**src/hw/rtl/gbe_pkg.sv**
```systemverilog
// ----------------------------------------------------------------------------
// gbe_pkg
// shared constants, codes and control types of the gap buffer editor
// ----------------------------------------------------------------------------
package gbe_pkg;

  localparam int DEPTH_DEF       = 1024;
  localparam int INITIAL_GAP_DEF = 1024;

  localparam int MODE_W   = 2;
  localparam int CHAR_W   = 8;
  localparam int STATUS_W = 2;
  localparam int FIELD_W  = 11;
  localparam int S_DATA_W = 16;
  localparam int M_DATA_W = 24;

  localparam logic [MODE_W-1:0] MODE_INSERT = 2'd0;
  localparam logic [MODE_W-1:0] MODE_DELETE = 2'd1;
  localparam logic [MODE_W-1:0] MODE_LEFT   = 2'd2;
  localparam logic [MODE_W-1:0] MODE_RIGHT  = 2'd3;

  localparam logic [STATUS_W-1:0] ST_DONE      = 2'd0;
  localparam logic [STATUS_W-1:0] ST_AT_START  = 2'd1;
  localparam logic [STATUS_W-1:0] ST_AT_END    = 2'd2;
  localparam logic [STATUS_W-1:0] ST_GAP_EMPTY = 2'd3;

  typedef struct packed {
    logic clear;
    logic exec;
    logic move;
    logic emit;
  } gbe_cmd_t;

  typedef struct packed {
    logic clear_done;
    logic copy;
  } gbe_sts_t;

endpackage

```
**src/hw/rtl/gbe_ctrl.sv**
```systemverilog
// ----------------------------------------------------------------------------
// gbe_ctrl
// sequencer: clearing pass, word accept, move step, result handoff
// ----------------------------------------------------------------------------
module gbe_ctrl import gbe_pkg::*; (
  input  logic     clk_i,
  input  logic     rst_ni,
  input  logic     s_valid_i,
  output logic     s_ready_o,
  output logic     m_valid_o,
  input  logic     m_ready_i,
  input  gbe_sts_t sts_i,
  output gbe_cmd_t cmd_o
);

  localparam logic [1:0] S_CLEAR = 2'd0;
  localparam logic [1:0] S_IDLE  = 2'd1;
  localparam logic [1:0] S_MOVE  = 2'd2;
  localparam logic [1:0] S_FIN   = 2'd3;

  logic [1:0] state_q, state_d;
  logic       valid_q, valid_d;
  logic       out_free;
  logic       accept;
  logic       emit;

  assign out_free  = !valid_q || m_ready_i;
  assign s_ready_o = (state_q == S_IDLE);
  assign accept    = s_valid_i && s_ready_o;
  assign m_valid_o = valid_q;

  assign emit = out_free && ((accept && !sts_i.copy) || (state_q == S_MOVE) ||
                             (state_q == S_FIN));

  assign cmd_o.clear = (state_q == S_CLEAR);
  assign cmd_o.exec  = accept;
  assign cmd_o.move  = (state_q == S_MOVE);
  assign cmd_o.emit  = emit;

  always_comb begin
    state_d = state_q;
    case (state_q)
      S_CLEAR: begin
        if (sts_i.clear_done) state_d = S_IDLE;
      end
      S_IDLE: begin
        if (accept) begin
          if (sts_i.copy) state_d = S_MOVE;
          else if (!out_free) state_d = S_FIN;
        end
      end
      S_MOVE: begin
        state_d = out_free ? S_IDLE : S_FIN;
      end
      S_FIN: begin
        if (out_free) state_d = S_IDLE;
      end
      default: begin
        state_d = S_CLEAR;
      end
    endcase
  end

  always_comb begin
    valid_d = valid_q;
    if (emit) valid_d = 1'b1;
    else if (m_ready_i) valid_d = 1'b0;
  end

  always_ff @(posedge clk_i or negedge rst_ni) begin
    if (!rst_ni) begin
      state_q <= S_CLEAR;
      valid_q <= 1'b0;
    end else begin
      state_q <= state_d;
      valid_q <= valid_d;
    end
  end

endmodule

```
**src/hw/rtl/gbe_datapath.sv**
```systemverilog
// ----------------------------------------------------------------------------
// gbe_datapath
// text store, gap pointers and result register
// ----------------------------------------------------------------------------
module gbe_datapath import gbe_pkg::*; #(
  parameter int DEPTH       = DEPTH_DEF,
  parameter int INITIAL_GAP = INITIAL_GAP_DEF
) (
  input  logic                clk_i,
  input  logic                rst_ni,
  input  gbe_cmd_t            cmd_i,
  output gbe_sts_t            sts_o,
  input  logic [MODE_W-1:0]   mode_i,
  input  logic [CHAR_W-1:0]   char_i,
  output logic [M_DATA_W-1:0] out_data_o
);

  localparam int AW      = (DEPTH > 1) ? $clog2(DEPTH) : 1;
  localparam int CW      = $clog2(DEPTH + 1);
  localparam int XW      = (CW > FIELD_W) ? CW : FIELD_W;
  localparam int GapInit = (INITIAL_GAP > DEPTH) ? DEPTH : INITIAL_GAP;

  logic [CHAR_W-1:0] mem [DEPTH];
  logic [CHAR_W-1:0] rdata_q;

  // gap spans first_q .. end_q-1, empty when both are equal
  logic [CW-1:0] first_q, first_d, end_q, end_d;
  logic [CW-1:0] first_p1, first_m1, end_p1, end_m1;
  logic          dir_q, dir_d;
  logic [STATUS_W-1:0] status_q, status_d;
  logic [AW-1:0] clr_cnt_q;
  logic [M_DATA_W-1:0] out_q;

  logic          we;
  logic [AW-1:0] waddr, raddr;
  logic [CHAR_W-1:0] wdata;
  logic          empty, at_front, at_end;
  logic [XW-1:0] first_x, last_x;

  assign first_p1 = first_q + CW'(1);
  assign first_m1 = first_q - CW'(1);
  assign end_p1   = end_q + CW'(1);
  assign end_m1   = end_q - CW'(1);

  assign empty    = (first_q == end_q);
  assign at_front = (first_q == '0);
  assign at_end   = (end_q == CW'(DEPTH));

  assign sts_o.clear_done = (clr_cnt_q == AW'(DEPTH - 1));
  assign sts_o.copy = !empty && (((mode_i == MODE_LEFT) && !at_front) ||
                                 ((mode_i == MODE_RIGHT) && !at_end));

  always_comb begin
    first_d  = first_q;
    end_d    = end_q;
    dir_d    = dir_q;
    status_d = status_q;
    we       = 1'b0;
    waddr    = first_q[AW-1:0];
    raddr    = first_m1[AW-1:0];
    wdata    = '0;
    if (cmd_i.clear) begin
      we    = 1'b1;
      waddr = clr_cnt_q;
    end else if (cmd_i.exec) begin
      status_d = ST_DONE;
      case (mode_i)
        MODE_INSERT: begin
          if (empty) begin
            status_d = ST_GAP_EMPTY;
          end else begin
            we      = 1'b1;
            wdata   = char_i;
            first_d = first_p1;
          end
        end
        MODE_DELETE: begin
          if (at_front) begin
            status_d = ST_AT_START;
          end else begin
            we      = 1'b1;
            waddr   = first_m1[AW-1:0];
            first_d = first_m1;
          end
        end
        MODE_LEFT: begin
          if (at_front) begin
            status_d = ST_AT_START;
          end else if (empty) begin
            first_d = first_m1;
            end_d   = end_m1;
          end else begin
            we    = 1'b1;
            waddr = first_m1[AW-1:0];
            dir_d = 1'b0;
          end
        end
        default: begin
          if (at_end) begin
            status_d = ST_AT_END;
          end else if (empty) begin
            first_d = first_p1;
            end_d   = end_p1;
          end else begin
            we    = 1'b1;
            waddr = end_q[AW-1:0];
            raddr = end_q[AW-1:0];
            dir_d = 1'b1;
          end
        end
      endcase
    end else if (cmd_i.move) begin
      status_d = ST_DONE;
      we       = 1'b1;
      wdata    = rdata_q;
      if (dir_q) begin
        waddr   = first_q[AW-1:0];
        first_d = first_p1;
        end_d   = end_p1;
      end else begin
        waddr   = end_m1[AW-1:0];
        first_d = first_m1;
        end_d   = end_m1;
      end
    end
  end

  // read-first: a cell read and cleared in the same cycle gives its old byte
  always_ff @(posedge clk_i) begin
    if (we) mem[waddr] <= wdata;
    rdata_q <= mem[raddr];
  end

  always_ff @(posedge clk_i or negedge rst_ni) begin
    if (!rst_ni) begin
      first_q   <= '0;
      end_q     <= CW'(GapInit);
      clr_cnt_q <= '0;
    end else begin
      first_q <= first_d;
      end_q   <= end_d;
      if (cmd_i.clear && !sts_o.clear_done) clr_cnt_q <= clr_cnt_q + AW'(1);
    end
  end

  assign first_x = XW'(first_d);
  assign last_x  = XW'(end_d) - XW'(1);

  always_ff @(posedge clk_i) begin
    dir_q    <= dir_d;
    status_q <= status_d;
    if (cmd_i.emit) out_q <= {last_x[FIELD_W-1:0], first_x[FIELD_W-1:0], status_d};
  end

  assign out_data_o = out_q;

endmodule

```
**src/hw/rtl/gap_buffer_editor.sv**
```systemverilog
// ----------------------------------------------------------------------------
// gap_buffer_editor
// fixed-capacity gap buffer of bytes with insert, delete and cursor moves
// ----------------------------------------------------------------------------
// After reset the store is cleared one cell per cycle, so s_axis_tready stays
// low until every cell is cleared. Insert, delete, rejected words and moves
// across an empty gap are executed on accept; a move that carries a byte also
// passes through the move state, since the single write port of the store
// must clear the source cell and then write the byte at the far end of the
// gap. Each word gives one result word holding the status and both gap ends;
// the result register lets the next word enter while a result still waits.
module gap_buffer_editor import gbe_pkg::*; #(
  parameter int DEPTH       = DEPTH_DEF,
  parameter int INITIAL_GAP = INITIAL_GAP_DEF
) (
  input  logic                clk_i,
  input  logic                rst_ni,
  input  logic                s_axis_tvalid,
  output logic                s_axis_tready,
  input  logic [S_DATA_W-1:0] s_axis_tdata,  // mode[1:0], character[9:2]
  output logic                m_axis_tvalid,
  input  logic                m_axis_tready,
  output logic [M_DATA_W-1:0] m_axis_tdata   // status[1:0], cursor_pos[12:2], gap_last[23:13]
);

  gbe_cmd_t cmd;
  gbe_sts_t sts;

  gbe_ctrl u_ctrl (
    .clk_i     (clk_i),
    .rst_ni    (rst_ni),
    .s_valid_i (s_axis_tvalid),
    .s_ready_o (s_axis_tready),
    .m_valid_o (m_axis_tvalid),
    .m_ready_i (m_axis_tready),
    .sts_i     (sts),
    .cmd_o     (cmd)
  );

  gbe_datapath #(
    .DEPTH       (DEPTH),
    .INITIAL_GAP (INITIAL_GAP)
  ) u_datapath (
    .clk_i      (clk_i),
    .rst_ni     (rst_ni),
    .cmd_i      (cmd),
    .sts_o      (sts),
    .mode_i     (s_axis_tdata[MODE_W-1:0]),
    .char_i     (s_axis_tdata[MODE_W+CHAR_W-1:MODE_W]),
    .out_data_o (m_axis_tdata)
  );

endmodule

```
**config.mk**
```make
export PLATFORM = sky130hd
export DESIGN_NAME = gap_buffer_editor
export DESIGN_NICKNAME = d
export VERILOG_FILES = /design/src/hw/rtl/gbe_pkg.sv /design/src/hw/rtl/gbe_ctrl.sv /design/src/hw/rtl/gbe_datapath.sv /design/src/hw/rtl/gap_buffer_editor.sv
export SDC_FILE = /design/constraint.sdc
export NUM_CORES = 1
export LEC_CHECK = 0
export BUFFER_PORTS_ARGS = -buffer_cell sky130_fd_sc_hd__buf_4
export CAP_MARGIN = 20
export CELL_PAD_IN_SITES_DETAIL_PLACEMENT = 1
export CELL_PAD_IN_SITES_GLOBAL_PLACEMENT = 1
export CORE_ASPECT_RATIO = 1.4
export CORE_MARGIN = 3
export CORE_UTILIZATION = 35
export CTS_BUF_LIST = sky130_fd_sc_hd__clkbuf_4 sky130_fd_sc_hd__clkbuf_8
export CTS_CLUSTER_SIZE = 24
export DETAILED_ROUTE_END_ITERATION = 6
export PLACE_DENSITY_LB_ADDON = 0.05
export SETUP_SLACK_MARGIN = 0.4
export SYNTH_ARGS = -nofsm -noshare
export SYNTH_HDL_FRONTEND = slang
export SYNTH_SLANG_ARGS = --single-unit
```
**constraint.sdc**
```tcl
create_clock -name clk_i -period 7.55 [get_ports clk_i]
set_clock_uncertainty 0.05 [all_clocks]
set_input_delay 1.8875 -clock clk_i [delete_from_list [all_inputs] [get_ports clk_i]]
set_output_delay 1.8875 -clock clk_i [all_outputs]
set_load 0.02 [all_outputs]
```
==> results of run 1 <==
[per-layer routing]
metal,GRT usage [%],vias up
met5,0,-
li1,-,2245
met4,13.4,0
met2,44.7,151
met3,2.71,49
met1,29.6,2451
[cell usage in the layout (no fill, tap or decap), types with 6 or more instances in the layout]
master,instances
sky130_fd_sc_hd__nand2b_1,8
sky130_fd_sc_hd__xor2_1,20
sky130_fd_sc_hd__nand2_1,53
sky130_fd_sc_hd__a221oi_1,8
sky130_fd_sc_hd__o31ai_1,6
sky130_fd_sc_hd__nor2_1,37
sky130_fd_sc_hd__edfxtp_1,25
sky130_fd_sc_hd__o211ai_1,8
sky130_fd_sc_hd__buf_4,39
sky130_fd_sc_hd__and2_1,6
sky130_fd_sc_hd__ha_1,15
sky130_fd_sc_hd__o21ai_0,44
sky130_fd_sc_hd__nor4_1,14
sky130_fd_sc_hd__nand4_1,11
sky130_fd_sc_hd__o22ai_1,12
sky130_fd_sc_hd__nand3_1,14
sky130_fd_sc_hd__nor3_1,22
sky130_fd_sc_hd__mux2i_1,12
sky130_fd_sc_hd__and3_1,13
sky130_fd_sc_hd__dfrtp_1,34
sky130_fd_sc_hd__a21oi_1,32
sky130_fd_sc_hd__a211oi_1,6
sky130_fd_sc_hd__xnor2_1,23
sky130_fd_sc_hd__inv_1,25
sky130_fd_sc_hd__clkbuf_8,9
sky130_fd_sc_hd__a31oi_1,9
[state kept, by name, indices dropped and copies added, names as in the netlist]
register and count:
u_datapath.status_q 2, u_datapath.first_q 11, u_datapath.dir_q 1, u_datapath.out_data_o 24, u_ctrl.m_valid_o 1, u_datapath.clr_cnt_q 10, u_datapath.end_q 11, u_ctrl.state_q 2
[layout make-up]
| type | instances | share of cell area (%) |
|---|---|---|
| Multi-Input combinational cell | 459 | 54.8 |
| Sequential cell | 62 | 30.3 |
| Timing Repair Buffer | 40 | 5.41 |
| Tap cell | 185 | 4.21 |
| Clock buffer | 10 | 2.39 |
| Inverter | 26 | 1.77 |
| Clock inverter | 6 | 1.11 |
[synth_stat cells (all sizes together) (9+ instances only)]
| cell type | instances | area (um2) |
|---|---|---|
| a21oi | 32 | 160 |
| a31oi | 9 | 56.3 |
| and3 | 13 | 81.3 |
| buf | 13 | 73.8 |
| clkbuf | 40 | 150 |
| dfrtp | 34 | 851 |
| edfxtp | 25 | 751 |
| ha | 15 | 188 |
| inv | 25 | 93.8 |
| mux2i | 12 | 120 |
| nand2 | 53 | 199 |
| nand3 | 14 | 70.1 |
| nand4 | 11 | 68.8 |
| nor2 | 38 | 143 |
| nor3 | 23 | 120 |
| nor4 | 15 | 109 |
| o21ai | 44 | 220 |
| o22ai | 12 | 75.1 |
| xnor2 | 23 | 201 |
| xor2 | 20 | 175 |
[critical path: stages]
cell and delay [ps]:
sky130_fd_sc_hd__buf_4 90, sky130_fd_sc_hd__ha_1 730, sky130_fd_sc_hd__nand2_1 580, sky130_fd_sc_hd__nor2_1 440, sky130_fd_sc_hd__a211oi_1 110, sky130_fd_sc_hd__o21ai_0 430, sky130_fd_sc_hd__inv_1 150, sky130_fd_sc_hd__ha_1 260
sky130_fd_sc_hd__nand3_1 150, sky130_fd_sc_hd__nor4_4 60, sky130_fd_sc_hd__nand3_1 110, sky130_fd_sc_hd__xnor2_1 60
[worst paths after layout]
kind	from	to	slack, ps	depth (start not counted)
setup / recovery	s_axis_tdata[0]	u_datapath.out_data_o[23]$_DFFE_PP_	2520	12
setup reg to reg	u_datapath.first_q[0]$_DFF_PN0_	u_datapath.out_data_o[23]$_DFFE_PP_	2930	15
min in group asynchronous	rst_ni	u_datapath.first_q[7]$_DFF_PN0_	1430	1
max in group asynchronous	rst_ni	u_datapath.end_q[10]$_DFF_PN1_	5610	1
hold reg to reg	u_datapath.clr_cnt_q[3]$_DFFE_PN0P_	u_datapath.clr_cnt_q[3]$_DFFE_PN0P_	440	1
hold / removal	u_datapath.clr_cnt_q[3]$_DFFE_PN0P_	u_datapath.clr_cnt_q[3]$_DFFE_PN0P_	440	1
[cells by family after synthesis]
logic type	Yosys count	share of synthesized area, %
AO/OA/AOI/OAI	178	24.0
multiplexers	14	2.85
buffers and inverters	79	6.43
adder cells (fa/ha/maj)	15	3.75
AND/OR/NAND/NOR	209	22.1
flip-flops	62	33.3
XOR/XNOR	43	7.53
[where the power goes]
group | internal (mW) | leakage (nW) | switching [mW]
clock | 0.156 | 0.101 | 0.155
combinational | 0.00881 | 1.24 | 0.0241
sequential | 0.348 | 0.666 | 0
total | 0.513 | 2.00 | 0.179
==> metrics list, run 1 <==
* Clock slew at the register clock pins of the worst setup and hold paths: 80 ps
- Worst-case clock buffer depth: 2
- Count of input and output buffers: 31
- Wire length per cell after detailed routing: 24.6 um
- The first TritonRoute pass finished after 5 iterations.
- Once placement completed, the tool counted placed cells totaling 771.
- The final layout contains routed wiring with a total length of 19,400 um.
- Period minus WS final: 5030 ps
- After filler insertion, the fill cell instance count of the layout stands at 1,654.
* Worst setup slack after placement: 2120 ps
- Number of flops mapped to enable cells by yosys: 25
- Final critical-path setup slack: 2520 ps
- Area taken by multi-input logic gates: 3020 um2
* Cell Rows: 51
- IR analysis of the VDD net gives a maximum drop of 0.101 mV.
- Die area: 15,800 um2
- Endpoint class of the critical path: register
- RePlAce Congestion: 0.919
- By startpoint and endpoint, the worst setup path is classified as in2reg.
- Counting flops and latches in the post-synthesis netlist gives 62.
- Layout cell share with drive strength beyond 1: 11.8%
* Gr usage total: 25.3%
- The initial antenna violation count is 0.
* Initial core utilization: 35.8%
* Post-synthesis instance area: 5000 um2
- Max-cap violations: 0
- The routed design uses 10,100 um of met2 wire.
- After detailed routing, the number of vias per cell comes to 6.21.
* Post-CTS Resized: 0
- Pleak: 2.00 nW
- Hold Path Class: reg2reg
- In the detailed route, the total length drawn on met3 is 611 um.
* Final count of hold timing violations: 0
* Highest Signal Layer: met4
- Predominant post-synthesis flop cell: sky130_fd_sc_hd__dfrtp_1
- DRT iter0 DRCs: 251
- Gate count after technology mapping: 600
- Count of final max-slew check failures: 0
- In this run, CTS created clock tree buffers numbering 9.
* Total power consumption of the routed design: 692 uW
* Clock tree from TritonCTS: built
* Pin count of the biggest net entering global routing: 36
- Net count after synthesis: 635
- The worst pin sits at a relative slew slack of 37.4%.
- Dividing total power by cell area gives a power density of 126 nW/um2.
* Outcome: finished clean
* Core Util, Final: 39.4%
- The detailed router put a total of 7730 um of wire on met1.
* Number of global-route vias before repair: 5,193
* Endpoints failing setup: 0
- Total cell area at the placement stage: 5310 um2
* Number of buffers inserted to repair setup after CTS: 0
- The share of the Yosys chip area taken by registers is 33.3%.
- Mean post-synth cell area: 8.34 um2
* Share of the clock period used by the worst path: 66.6%
* DIE WIDTH: 107 um
- Based on the critical path, the design can be clocked at up to 199 MHz.
- Of all nets on the critical path, the largest fanout is 24.
- After detailed routing, the number of remaining DRC violations is 0.
- After routing the design area is 5500 um2.
* Hold bufs inserted after CTS: 0
* Setup crit start kind: primary input
- At the pin with the least slew margin, the transition time is 939 ps.
* Clock net sink count: 62
- CP Data Arrival Time: 5080 ps
- Hold slack final: 441 ps
* Cell Count, Final, Fillers Out: 788
- Detailed-route via count: 4,896
* Sequential Area: 1670 um2
* Area Growth Syn to Fin: 10.0%
* Clock Latency Late Sink: 360 ps
* H-tree depth: 3
- Wire length of the first global-routing pass: 30,500 um
* DP Wirelength: 13,800 um
- Counting distinct cell types in the post-synthesis netlist gives 70.
- Residual overflow from global routing: 0
* Number of nets with antenna violations after routing: 0
- N_diodes: 0
* Final total negative setup slack: 0 ps
- After floorplanning, the core was sized to cover 14,000 um2.
- Share of synthesized flip-flops with an asynchronous set or reset: 56.5%
- Number of primary I/O pins: 46
- At the end of the flow, the number of nets in the layout was 633.
* Die Y-Extent: 147 um
- Setup repair after global routing left no endpoint under its margin.
- Warning count from the yosys run: 0
- Data on the critical path is required at its endpoint by 7600 ps.
- Clock tree root buffer cell: sky130_fd_sc_hd__clkbuf_8
No activity file was read; power rests on OpenSTA's default activity.
==> inputs of run 2 (changes only) <==
clock period = 4.7 ns   (was 7.55 ns; I/O delays follow)
==> metrics list, run 2 (synthesized netlist as in run 1, its figures left out) <==
* Worst-case clock buffer depth: 2
* Hold bufs inserted after CTS: 0
- Die area: 15,800 um2
- Internal portion of total power: 875 uW
* Total power consumption of the routed design: 1.16 mW
* N_diodes: 0
- In this run the power density over the cells is 201 nW/um2.
- Comb power frac: 4.8%
* Share of the clock period used by the worst path: 85.9%
* Setup crit start kind: register
- Of all nets on the critical path, the largest fanout is 10.
- DIE WIDTH: 107 um
- Clock Latency Late Sink: 370 ps
- Area Growth Syn to Fin: 15.6%
- The total count of max-transition violations in the final report was 0.
* Core area: 14,000 um2
* Setup repair after global routing missed its margin: no
* Final count of hold timing violations: 0
* Area taken by multi-input logic gates: 3020 um2
- Cell area after layout: 5780 um2
- Summing all placed instances gives a cell area of 5560 um2.
- Hold Path Class: reg2reg
* Count of input and output buffers: 31
- For this design, the sink count on the clock tree is 62.
- After legalization and detailed placement, the total HPWL measured 14,500 um.
- Timing would allow up to 248 MHz.
- Layout cell share with drive strength beyond 1: 16.4%
- Switching power: 289 uW
* Die Y-Extent: 147 um
- Final total negative setup slack: 0 ps
- Initial core utilization: 35.8%
* Number of buffers created by CTS: 9
* RePlAce Congestion: 0.932
- Cell Rows: 51
- The number of global-route vias before repair is 5,243.
- Worst-case vdd ir drop: 0.159 mV
- Setup violations remaining at the end of the flow were counted as 0.
- Worst EP required: 4760 ps
- Switching portion of total power: 24.8%
- The initial antenna violation count came to 0.
* Nets: 664
- In this run, the number of DRC markers left after iteration 0 of detailed routing was 353.
- The filler cells instantiated in the layout total 1,686.
* Flip-flop count of the largest register after layout: 24
- The flow ran to the end, and the final reports show no timing, DRC or antenna violations.
- Number of nets with antenna violations after routing: 0
* Clock slew at the register clock pins of the worst setup and hold paths: 80 ps
* Pleak: 2.15 nW
* Number of primary I/O pins: 46
- The first global-routing pass estimated 31,100 um of wire.
- Across the whole layout, storage elements account for 1670 um2.
- Detailed-route via count: 4,978
- Clock tree from TritonCTS: built
- Residual overflow from global routing: 0
- Gr usage total: 25.9%
- Clock tree root buffer cell: sky130_fd_sc_hd__clkbuf_8
- Most common library cell in the layout ignoring fill and taps: sky130_fd_sc_hd__buf_4
- CP Data Arrival Time: 4100 ps
- By startpoint and endpoint, the worst setup path is classified as reg2reg.
- Using the TritonRoute via totals, the vias-per-cell ratio works out to 6.08.
- Wire length per cell after detailed routing: 24.3 um
* Number of remaining DRC errors: 0
* 1st-pass router iterations: 5
* Most used cells in the layout excluding fill and tap cells: 70 x sky130_fd_sc_hd__buf_4, 53 x sky130_fd_sc_hd__nand2_1, 43 x sky130_fd_sc_hd__o21ai_0
- Wires add up to 19,900 um.
- Period minus WS final: 4040 ps
- CTS built an H-tree with a depth of 3.
- The worst pin sits at a relative slew slack of 38.0%.
* Sequential Power Share: 48.0%
- Entering global routing, the biggest net connects 36 pins.
- The clock network burns 47.1% of the power.
- STA classifies the critical path endpoint as a register.
- Max-cap violations: 0
* Worst-Margin Slew: 931 ps
[run 2: repair_timing]
item	in CTS	in global routing
buffers inserted	0	0
resized for setup	0	2
setup endpoints to repair	0	4
[run 2: metal layers]
| layer | vias to the layer above | routed length [um] | track usage [%] |
|---|---|---|---|
| met5 | - | 0 | 0 |
| met4 | 0 | 926 | 13.9 |
| met3 | 48 | 984 | 3.98 |
| met2 | 153 | 10000 | 43.5 |
| met1 | 2483 | 7960 | 31.6 |
| li1 | 2294 | - | - |
[run 2: cell type report]
cell class / instances / area share [%]
well taps: 185 / 4.00
inverters: 26 / 1.69
clock inverters: 7 / 1.67
flip-flops and latches: 62 / 28.8
clock buffers: 9 / 2.14
multi-input cells: 459 / 52.2
repair buffers: 71 / 9.44
[run 2: worst max-delay path, cell delays in order, from the launching register on]
cell and delay (ps):
sky130_fd_sc_hd__dfrtp_1 380, sky130_fd_sc_hd__inv_1 200, sky130_fd_sc_hd__ha_2 260, sky130_fd_sc_hd__or3b_2 530, sky130_fd_sc_hd__nor4bb_1 290, sky130_fd_sc_hd__buf_4 210
sky130_fd_sc_hd__nand2b_1 220, sky130_fd_sc_hd__o21ai_0 110, sky130_fd_sc_hd__a32oi_1 240, sky130_fd_sc_hd__o21ai_0 170, sky130_fd_sc_hd__buf_4 180, sky130_fd_sc_hd__inv_1 70
sky130_fd_sc_hd__ha_1 200, sky130_fd_sc_hd__nand3_1 160, sky130_fd_sc_hd__nor4_4 240, sky130_fd_sc_hd__nand3_1 140, sky130_fd_sc_hd__xnor2_1 140
[run 2: path summary, 6_finish.rpt]
path | startpoint | depth (start not counted) | slack (ps) | end
min | u_datapath.clr_cnt_q[6]$_DFFE_PN0P_ | 1 | 430 | u_datapath.clr_cnt_q[6]$_DFFE_PN0P_
min in group asynchronous | rst_ni | 1 | 730 | u_datapath.first_q[6]$_DFF_PN0_
min reg2reg | u_datapath.clr_cnt_q[6]$_DFFE_PN0P_ | 1 | 430 | u_datapath.clr_cnt_q[6]$_DFFE_PN0P_
max in group asynchronous | rst_ni | 1 | 3480 | u_datapath.clr_cnt_q[4]$_DFFE_PN0P_
max reg2reg | u_datapath.first_q[0]$_DFF_PN0_ | 16 | 660 | u_datapath.out_data_o[23]$_DFFE_PP_
max | u_datapath.first_q[0]$_DFF_PN0_ | 16 | 660 | u_datapath.out_data_o[23]$_DFFE_PP_
[run 2: metrics by stage]
step | std cells | worst slack [ps] | hold WS [ps] | util, %
final | 819 | 661 | 427 | 41.4
after global routing | 819 | 416 | 452 | 41.4
after CTS | 819 | 547 | 433 | 41.4
after detailed placement | 803 | 590 | 418 | 39.8
after global placement | 803 | 552 | 405 | 39.8
after floorplan | 600 | 933 | 377 | -
[run 2: power by group through the flow]
stage / registers, mW / logic (mW) / clock network (mW)
2_1_floorplan: 0.571 / 0.0278 / 0
3_3_place_gp: 0.570 / 0.0547 / 0
3_5_place_dp: 0.570 / 0.0556 / 0
4_1_cts: 0.559 / 0.0561 / 0.562
5_1_grt: 0.559 / 0.0627 / 0.583
6_report: 0.559 / 0.0561 / 0.549
